[src/hw/rtl/fsml_pkg.sv]
`timescale 1ns / 1ps
// Shared types, codes and constants for the flash sector map lookup.
package fsml_pkg;

   localparam int unsigned DEFAULT_TABLE_DEPTH = 16;
   localparam int unsigned DATA_W = 32;
   localparam int unsigned ENTRIES_W = 5;
   localparam int unsigned STATUS_W = 3;
   localparam int unsigned CSR_INDEX_W = 1;
   localparam int unsigned DIV_STEP_W = 5;
   localparam logic [DATA_W-1:0] ALL_ONES = 32'hFFFF_FFFF;
   localparam logic [DIV_STEP_W-1:0] DIV_LAST_STEP = 5'd31;

   // request commands
   localparam logic [1:0] CMD_CLEAR = 2'd0;
   localparam logic [1:0] CMD_APPEND = 2'd1;
   localparam logic [1:0] CMD_QUERY = 2'd2;

   // response status codes
   localparam logic [STATUS_W-1:0] STATUS_ANSWERED = 3'd0;
   localparam logic [STATUS_W-1:0] STATUS_STORED = 3'd1;
   localparam logic [STATUS_W-1:0] STATUS_CLOSED = 3'd2;
   localparam logic [STATUS_W-1:0] STATUS_DROPPED = 3'd3;
   localparam logic [STATUS_W-1:0] STATUS_CLEARED = 3'd4;

   // configuration register indexes
   localparam logic [CSR_INDEX_W-1:0] CSR_DEVICE_BASE = 1'd0;
   localparam logic [CSR_INDEX_W-1:0] CSR_DEVICE_LENGTH = 1'd1;

   typedef struct packed {
      logic [1:0] cmd;
      logic [DATA_W-1:0] entry_size;
      logic [DATA_W-1:0] entry_offset;
      logic [DATA_W-1:0] query_address;
   } req_type;

   typedef struct packed {
      logic [STATUS_W-1:0] status;
      logic in_range;
      logic [DATA_W-1:0] sector_length;
      logic [DATA_W-1:0] sector_start;
      logic [ENTRIES_W-1:0] table_entries;
   } rsp_type;

   typedef enum logic [2:0] {
      S_IDLE,
      S_DECODE,
      S_READ,
      S_COMPARE,
      S_POST,
      S_DIVIDE,
      S_FIXUP,
      S_FINISH
   } state_type;

   // controller to datapath
   typedef struct packed {
      logic capture;
      logic decode;
      logic read;
      logic compare;
      logic post;
      logic div_step;
      logic fixup;
      logic load_rsp;
   } ctl_cmd_type;

   // datapath to controller
   typedef struct packed {
      logic walk_go;
      logic walk_stop;
      logic size_zero;
      logic div_last;
   } dp_stat_type;

endpackage

[src/hw/rtl/fsml_ctrl.sv]
`timescale 1ns / 1ps
// Sequencing state machine for the flash sector map lookup.
module fsml_ctrl (
   input  logic clock,
   input  logic reset,
   input  logic req_valid,
   output logic req_ready,
   output logic rsp_valid,
   input  logic rsp_ready,
   input  fsml_pkg::dp_stat_type stat,
   output fsml_pkg::ctl_cmd_type ctl
);

   fsml_pkg::state_type state_ff, state_in;
   logic rsp_valid_ff, rsp_valid_in;
   logic rsp_free;

   always_ff @(posedge clock) begin
      if (reset) begin
         state_ff <= fsml_pkg::S_IDLE;
         rsp_valid_ff <= 1'b0;
      end else begin
         state_ff <= state_in;
         rsp_valid_ff <= rsp_valid_in;
      end
   end

   assign rsp_free = !rsp_valid_ff || rsp_ready;
   assign rsp_valid = rsp_valid_ff;

   always_comb begin
      state_in = state_ff;
      ctl = '0;
      req_ready = 1'b0;
      rsp_valid_in = rsp_valid_ff && !rsp_ready;
      case (state_ff)
         fsml_pkg::S_IDLE: begin
            req_ready = 1'b1;
            if (req_valid) begin
               ctl.capture = 1'b1;
               state_in = fsml_pkg::S_DECODE;
            end
         end
         fsml_pkg::S_DECODE: begin
            ctl.decode = 1'b1;
            state_in = stat.walk_go ? fsml_pkg::S_READ : fsml_pkg::S_FINISH;
         end
         fsml_pkg::S_READ: begin
            ctl.read = 1'b1;
            state_in = fsml_pkg::S_COMPARE;
         end
         fsml_pkg::S_COMPARE: begin
            ctl.compare = 1'b1;
            state_in = stat.walk_stop ? fsml_pkg::S_POST : fsml_pkg::S_READ;
         end
         fsml_pkg::S_POST: begin
            ctl.post = 1'b1;
            state_in = stat.size_zero ? fsml_pkg::S_FINISH : fsml_pkg::S_DIVIDE;
         end
         fsml_pkg::S_DIVIDE: begin
            ctl.div_step = 1'b1;
            if (stat.div_last) begin
               state_in = fsml_pkg::S_FIXUP;
            end
         end
         fsml_pkg::S_FIXUP: begin
            ctl.fixup = 1'b1;
            state_in = fsml_pkg::S_FINISH;
         end
         fsml_pkg::S_FINISH: begin
            if (rsp_free) begin
               ctl.load_rsp = 1'b1;
               rsp_valid_in = 1'b1;
               state_in = fsml_pkg::S_IDLE;
            end
         end
         default: begin
            state_in = fsml_pkg::S_IDLE;
         end
      endcase
   end

endmodule

[src/hw/rtl/fsml_dp.sv]
`timescale 1ns / 1ps
// Datapath: descriptor table, window test, table walk and remainder divider.
module fsml_dp #(
   parameter int unsigned TABLE_DEPTH = fsml_pkg::DEFAULT_TABLE_DEPTH
) (
   input  logic clock,
   input  logic reset,
   input  logic csr_wr_en,
   input  logic [fsml_pkg::CSR_INDEX_W-1:0] csr_index,
   input  logic [fsml_pkg::DATA_W-1:0] csr_wdata,
   input  fsml_pkg::req_type req_data,
   output fsml_pkg::rsp_type rsp_data,
   input  fsml_pkg::ctl_cmd_type ctl,
   output fsml_pkg::dp_stat_type stat
);

   localparam int unsigned CNT_W = $clog2(TABLE_DEPTH + 1);
   localparam int unsigned IDX_W = (TABLE_DEPTH > 1) ? $clog2(TABLE_DEPTH) : 1;
   localparam int unsigned W = fsml_pkg::DATA_W;

   logic [W-1:0] size_mem [TABLE_DEPTH];
   logic [W-1:0] off_mem [TABLE_DEPTH];

   logic [W-1:0] base_ff, length_ff;
   fsml_pkg::req_type req_ff;
   logic [CNT_W-1:0] count_ff, count_in;
   logic closed_ff, closed_in;
   logic [IDX_W-1:0] idx_ff, idx_in;
   logic [W-1:0] off_ff, off_in;
   logic [W-1:0] grp_ff, grp_in;
   logic [W-1:0] size_ff, size_in;
   logic [W-1:0] rd_size_ff, rd_off_ff;
   logic [W-1:0] rem_ff, rem_in;
   logic [W-1:0] div_ff, div_in;
   logic [fsml_pkg::DIV_STEP_W-1:0] step_ff, step_in;
   logic [fsml_pkg::STATUS_W-1:0] status_ff, status_in;
   logic in_range_ff, in_range_in;
   logic [W-1:0] len_ff, len_in;
   logic [W-1:0] start_ff, start_in;
   fsml_pkg::rsp_type rsp_ff;

   logic [W-1:0] window_end;
   logic in_window;
   logic terminator;
   logic table_full;
   logic mem_we;
   logic walk_last;
   logic [W:0] rem_shift;
   logic rem_ge;

   // configuration registers
   always_ff @(posedge clock) begin
      if (reset) begin
         base_ff <= '0;
         length_ff <= '0;
      end else if (csr_wr_en) begin
         case (csr_index)
            fsml_pkg::CSR_DEVICE_BASE: base_ff <= csr_wdata;
            fsml_pkg::CSR_DEVICE_LENGTH: length_ff <= csr_wdata;
            default: ;
         endcase
      end
   end

   // descriptor table; one write port, one registered read port
   always_ff @(posedge clock) begin
      if (mem_we) begin
         size_mem[count_ff[IDX_W-1:0]] <= req_ff.entry_size;
         off_mem[count_ff[IDX_W-1:0]] <= req_ff.entry_offset;
      end
   end

   always_ff @(posedge clock) begin
      if (ctl.read) begin
         rd_size_ff <= size_mem[idx_ff];
         rd_off_ff <= off_mem[idx_ff];
      end
   end

   always_ff @(posedge clock) begin
      if (reset) begin
         count_ff <= '0;
         closed_ff <= 1'b0;
      end else begin
         count_ff <= count_in;
         closed_ff <= closed_in;
      end
   end

   always_ff @(posedge clock) begin
      if (ctl.capture) begin
         req_ff <= req_data;
      end
      if (ctl.load_rsp) begin
         rsp_ff <= '{status: status_ff, in_range: in_range_ff, sector_length: len_ff,
                     sector_start: start_ff,
                     table_entries: fsml_pkg::ENTRIES_W'(count_ff)};
      end
      idx_ff <= idx_in;
      off_ff <= off_in;
      grp_ff <= grp_in;
      size_ff <= size_in;
      rem_ff <= rem_in;
      div_ff <= div_in;
      step_ff <= step_in;
      status_ff <= status_in;
      in_range_ff <= in_range_in;
      len_ff <= len_in;
      start_ff <= start_in;
   end

   assign window_end = base_ff + length_ff;
   assign in_window = (req_ff.query_address >= base_ff) &&
                      (req_ff.query_address < window_end);
   assign terminator = (req_ff.entry_size == '0) ||
                       ((req_ff.entry_size == fsml_pkg::ALL_ONES) &&
                        (req_ff.entry_offset == fsml_pkg::ALL_ONES));
   assign table_full = (count_ff >= CNT_W'(TABLE_DEPTH));
   assign mem_we = ctl.decode && (req_ff.cmd == fsml_pkg::CMD_APPEND) &&
                   !closed_ff && !table_full && !terminator;
   assign walk_last = ((CNT_W'(idx_ff) + CNT_W'(1)) == count_ff);
   assign rem_shift = {rem_ff, div_ff[W-1]};
   assign rem_ge = (rem_shift >= {1'b0, size_ff});

   assign stat.walk_go = (req_ff.cmd == fsml_pkg::CMD_QUERY) && in_window && (count_ff != '0);
   assign stat.walk_stop = (off_ff < rd_off_ff) || walk_last;
   assign stat.size_zero = (size_ff == '0);
   assign stat.div_last = (step_ff == fsml_pkg::DIV_LAST_STEP);

   always_comb begin
      count_in = count_ff;
      closed_in = closed_ff;
      idx_in = idx_ff;
      off_in = off_ff;
      grp_in = grp_ff;
      size_in = size_ff;
      rem_in = rem_ff;
      div_in = div_ff;
      step_in = step_ff;
      status_in = status_ff;
      in_range_in = in_range_ff;
      len_in = len_ff;
      start_in = start_ff;

      if (ctl.decode) begin
         in_range_in = 1'b0;
         len_in = '0;
         start_in = '0;
         idx_in = '0;
         grp_in = '0;
         size_in = '0;
         off_in = req_ff.query_address - base_ff;
         case (req_ff.cmd)
            fsml_pkg::CMD_CLEAR: begin
               count_in = '0;
               closed_in = 1'b0;
               status_in = fsml_pkg::STATUS_CLEARED;
            end
            fsml_pkg::CMD_APPEND: begin
               if (closed_ff || table_full) begin
                  status_in = fsml_pkg::STATUS_DROPPED;
               end else if (terminator) begin
                  closed_in = 1'b1;
                  status_in = fsml_pkg::STATUS_CLOSED;
               end else begin
                  count_in = count_ff + CNT_W'(1);
                  status_in = fsml_pkg::STATUS_STORED;
               end
            end
            fsml_pkg::CMD_QUERY: begin
               in_range_in = in_window;
               status_in = fsml_pkg::STATUS_ANSWERED;
            end
            default: begin
               status_in = fsml_pkg::STATUS_DROPPED;
            end
         endcase
      end

      // keep the last descriptor whose group offset is not above the offset
      if (ctl.compare && !(off_ff < rd_off_ff)) begin
         grp_in = rd_off_ff;
         size_in = rd_size_ff;
         idx_in = idx_ff + IDX_W'(1);
      end

      if (ctl.post) begin
         len_in = size_ff;
         if (size_ff == '0) begin
            start_in = req_ff.query_address;
         end
         div_in = off_ff - grp_ff;
         rem_in = '0;
         step_in = '0;
      end

      // restoring division; only the remainder is kept
      if (ctl.div_step) begin
         rem_in = rem_ge ? W'(rem_shift - {1'b0, size_ff}) : rem_shift[W-1:0];
         div_in = {div_ff[W-2:0], 1'b0};
         step_in = step_ff + fsml_pkg::DIV_STEP_W'(1);
      end

      // base + grp + floor((off - grp) / size) * size == address - remainder
      if (ctl.fixup) begin
         start_in = req_ff.query_address - rem_ff;
      end
   end

   assign rsp_data = rsp_ff;

endmodule

[src/hw/rtl/flash_sector_map_lookup.sv]
`timescale 1ns / 1ps
// Top level of the flash sector map lookup: controller plus datapath.
//
// Clear, append and no-op requests go from acceptance through decode to a
// response in the output register. A query outside the device window or on an
// empty table does the same; otherwise it walks the descriptor table, one
// registered table read and one compare per entry, until the first descriptor
// above the address or the end of the table. An address below the first
// descriptor then finishes without dividing; any other runs a one-bit-per-cycle
// 32-step remainder divider and a fixup step. One request is worked on at a
// time; the next is taken once the previous response sits in the output
// register.
module flash_sector_map_lookup #(
   parameter int unsigned TABLE_DEPTH = fsml_pkg::DEFAULT_TABLE_DEPTH
) (
   input  logic clock,
   input  logic reset,
   input  logic req_valid,
   output logic req_ready,
   input  fsml_pkg::req_type req_data,
   output logic rsp_valid,
   input  logic rsp_ready,
   output fsml_pkg::rsp_type rsp_data,
   input  logic csr_wr_en,
   input  logic [fsml_pkg::CSR_INDEX_W-1:0] csr_index,
   input  logic [fsml_pkg::DATA_W-1:0] csr_wdata
);

   fsml_pkg::ctl_cmd_type ctl;
   fsml_pkg::dp_stat_type stat;

   fsml_ctrl u_ctrl (
      .clock(clock),
      .reset(reset),
      .req_valid(req_valid),
      .req_ready(req_ready),
      .rsp_valid(rsp_valid),
      .rsp_ready(rsp_ready),
      .stat(stat),
      .ctl(ctl)
   );

   fsml_dp #(
      .TABLE_DEPTH(TABLE_DEPTH)
   ) u_dp (
      .clock(clock),
      .reset(reset),
      .csr_wr_en(csr_wr_en),
      .csr_index(csr_index),
      .csr_wdata(csr_wdata),
      .req_data(req_data),
      .rsp_data(rsp_data),
      .ctl(ctl),
      .stat(stat)
   );

endmodule

[config.mk]
export PLATFORM = sky130hd
export DESIGN_NAME = flash_sector_map_lookup
export DESIGN_NICKNAME = d
export VERILOG_FILES = /design/src/hw/rtl/fsml_pkg.sv /design/src/hw/rtl/fsml_ctrl.sv /design/src/hw/rtl/fsml_dp.sv /design/src/hw/rtl/flash_sector_map_lookup.sv
export SDC_FILE = /design/constraint.sdc
export NUM_CORES = 2
export LEC_CHECK = 0
export BUFFER_PORTS_ARGS = -buffer_cell sky130_fd_sc_hd__buf_2
export CORE_MARGIN = 2
export CORE_UTILIZATION = 45
export CTS_CLUSTER_DIAMETER = 80
export DETAILED_ROUTE_END_ITERATION = 6
export PLACE_DENSITY = 0.7
export SYNTH_ARGS = -nofsm -noshare
export SYNTH_HDL_FRONTEND = slang
export SYNTH_SLANG_ARGS = --single-unit
[constraint.sdc]
create_clock -name clock -period 8.2 [get_ports clock]
set_input_delay 0.82 -clock clock [delete_from_list [all_inputs] [get_ports clock]]
set_output_delay 0.82 -clock clock [all_outputs]
set_load 0.02 [all_outputs]
==> results_dict.tcl <==
set metrics [dict create \
    status "complete, no violations" \
    synthMuxAreaShare 0.1082 \
    fp-row-count 141 \
    cts_tree "done" \
    hold_violations 0 \
    holdWs_ns 0.1839 \
    power_density_nw_per_um2 326.7 \
    r2r_setup_slack_ns 2.37 \
    fmax_mhz 171.6 \
    postLayoutCellArea_sq_um 75850 \
    htreeDepth 4 \
    cpMostUsedCell "a21oi_1" \
    hold_class "input port to flip-flop" \
    dp_cells 6163 \
    clk_latency_ns 0.81 \
    cts-root-buf "clkbuf_16" \
    drt-wirelength-per-cell_um 25.14 \
    reg2reg_depth 23 \
    drt-total-wl_um 162400 \
    start_util 0.4535 \
    hold_buffers 0 \
    synth_xor_xnor_area_share 0.01751 \
    p_leak_nw 26.15 \
    drc 0 \
    cts_setup_buffers 0 \
    crit_arrival_ns 6.46 \
    layout-drive-gt1-share 0.1928 \
    fin_worst_skew_ns 0.05080 \
    die_width_um 390.0 \
    p_total_mw 24.78 \
    grtUsageTotal 0.2127 \
    synth-adder-area-share 0.04367 \
    async_reset_ff_frac 0 \
    synth_top_area_share 0.6553 \
    fin_nets 4763 \
    timing.rr.end "u_ctrl.state_ff[2]$_SDFFE_PP0P_" \
    synth-simple-area-share 0.05957 \
    syn-num-nets 4490 \
    layout.cells.non_filler 6458 \
    maxSlewHeadroom 0.2235 \
    tns_ns 0 \
    synth_ff_type "edfxtp_1" \
    area_growth_pct 13.14 \
    cts_made_buffers 161 \
    gp_congestion 0.9234 \
    path_class "flip-flop to flip-flop" \
    synth-compound-area-share 0.06321 \
    yosysMostFrequentCell "edfxtp_1" \
    ant_nets 0 \
    fp.dieArea_sq_um 152100 \
    ys_types 77 \
    final.min_clock_period_ns 5.828 \
    setup_viol 0 \
    timing.rr.start "u_dp.base_ff[0]$_SDFFE_PP0P_" \
    min_from "req_data[6]" \
    vias 37530 \
    initialDrtViolationCount 3839 \
    slowest_stage "nor4_1" \
    synth_top_family_by_area "multiplexers" \
    setup_slack_ns 2.372 \
    synth_top_area_cell "edfxtp_1" \
    synth_seq_area_share 0.6872 \
    drv_cap 0 \
    grt_pass1_wl_um 240100 \
    fin_crit_sh 0.7107 \
    netlist_instances 4123 \
    cts.path.max_buffers 3 \
    coreArea_sq_um 147800 \
    dr.pass1.iters 6 \
    dp_hpwl_um 102400 \
    cp-start-kind "flip-flop" \
    ys_warn_count 0 \
    io_buffer_count 210 \
    worst_setup_path_end_kind "flip-flop" \
    cts_resized 0 \
    maxSlewViolCount 0 \
    dp_slack_ns 2.519 \
    required_ns 8.83 \
    ir_drop_uv 292.0 \
    path_cells "ha_1 -> inv_1 -> fa_1 -> nor2b_1 -> o21ai_0 -> a21boi_0 -> o2111ai_1 -> a211o_1 -> a31oi_1 -> a31o_2 -> a21o_1 -> a21oi_1 -> xnor2_1 -> ha_1 -> a21oi_1 -> nor2b_1 -> o21ai_0 -> or4b_2 -> a21oi_1 -> o21ai_0 -> nor4_1 -> o32a_1 -> a21oi_1" \
    max_stage_delay_ns 0.88 \
    synth_area_sq_um 67040 \
    clk_pin_slew_ns 0.06 \
    io_pins 211 \
    hold_path_end "u_dp.req_ff[6]$_DFFE_PP_" \
    rsz0062_at_grt "no" \
    fin_util 0.5131 \
    grt-ovfl-total 0 \
    synth_edf_count 1463 \
    synth.avg_cell_area_sq_um 16.26 \
    synth_area_leaders "edfxtp_1, mux4_2, ha_1" \
    post_synth_most_frequent_cells "edfxtp_1, mux4_2, nand2_1" \
    die_h_um 390.0 \
    antenna_found_initial 12 \
    cp_top_family "compound AO/OA/AOI/OAI gates" \
    whs_path_depth 1 \
    synth-seq-cells 1570 \
    place_area_sq_um 70530 \
    worst_slew_pin_slew_ns 1.161 \
    cp.buffers_inverters 1 \
    grt_max_degree 127 \
    grt_pass1_vias 36970 \
    clock-sinks 1570 \
    via_per_inst 5.811 \
    critical_path.max_fanout 3 \
]
[report_power, final]
| group | leakage (nW) | internal [mW] | switching, mW |
|---|---|---|---|
| clock | 2.57 | 4.15 | 3.14 |
| sequential | 14.2 | 10.1 | 0.812 |
| combinational | 9.38 | 2.74 | 3.87 |
| total | 26.2 | 17.0 | 7.82 |
[placed cells by master (no fill, tap or decap), types with 27 or more instances in the layout]
master     netlist  final
nand2b_1        28     27
a21o_1          79     78
buf_4            0     57
a21oi_1        284    284
clkbuf_1       122     36
clkbuf_16        0    163
xnor2_1         93     93
xor2_1          41     41
nor4_1          34     34
nor2_1         130    116
a211oi_1        44     44
mux4_2         320    320
nand4_1         45     45
buf_2            6    210
o21ai_0         92     91
and3_1          50     49
nand2_1        300    300
edfxtp_1      1463   1463
and2_1          72     71
dfxtp_1        107    106
nand3_1         38     38
inv_1          204    203
nor3_1          65     61
ha_1           226    226
[registers in the layout, summed over array words and instances (netlist names), 4 cells and up]
register         count
u_dp.off_mem       512
u_dp.size_mem      512
u_dp.req_ff         98
u_dp.rsp_data       73
u_dp.base_ff        32
u_dp.div_ff         32
u_dp.grp_ff         32
u_dp.len_ff         32
u_dp.length_ff      32
u_dp.off_ff         32
u_dp.rd_off_ff      32
u_dp.rd_size_ff     32
u_dp.rem_ff         32
u_dp.size_ff        32
u_dp.start_ff       32
u_dp.count_ff        5
u_dp.step_ff         5
u_dp.idx_ff          4
[routing by layer]
metal  vias up  GRT usage  routed length, um
met2      1540     0.3441              77900
met1     19020     0.2986              67950
met3       246    0.03446              12110
li1      16720          -                  -
met4         2    0.06171               4372
met5         -          0                 16
[cells by family after synthesis]
family                     after synthesis
DFF                                   1570
muxes                                  325
and+or+nand+nor                        826
buffers and inverters                  365
AOI/OAI and AO/OA                      672
adders and majority gates              231
xor gates and xnor gates               134
[cell type report]
class / count / area, sq um
multi-input cells: 2188 / 19730
clock inverters: 92 / 1066
diodes: 1 / 2.502
well taps: 1930 / 2415
flip-flops and latches: 1570 / 46080
repair buffers: 270 / 1539
fillers: 11860 / 71990
clock buffers: 202 / 4255
inverters: 205 / 769.5
[worst max-delay path by stage]
stage / depth (start not counted) / slack, ns / from / endpoint
after global placement: 23 / 2.46 / u_dp.base_ff[0]$_SDFFE_PP0P_ / u_ctrl.state_ff[2]$_SDFFE_PP0P_
after detailed placement: 23 / 2.52 / u_dp.base_ff[0]$_SDFFE_PP0P_ / u_ctrl.state_ff[2]$_SDFFE_PP0P_
final: 23 / 2.37 / u_dp.base_ff[0]$_SDFFE_PP0P_ / u_ctrl.state_ff[2]$_SDFFE_PP0P_
after CTS: 23 / 2.50 / u_dp.base_ff[0]$_SDFFE_PP0P_ / u_ctrl.state_ff[2]$_SDFFE_PP0P_
after global routing: 23 / 2.18 / u_dp.base_ff[0]$_SDFFE_PP0P_ / u_ctrl.state_ff[2]$_SDFFE_PP0P_
after floorplan: 9 / 1.17 / u_dp.req_ff[87]$_DFFE_PP_ / u_dp.off_mem[3][0]$_DFFE_PP_
Note: power is estimated with default switching activity, not from simulation.
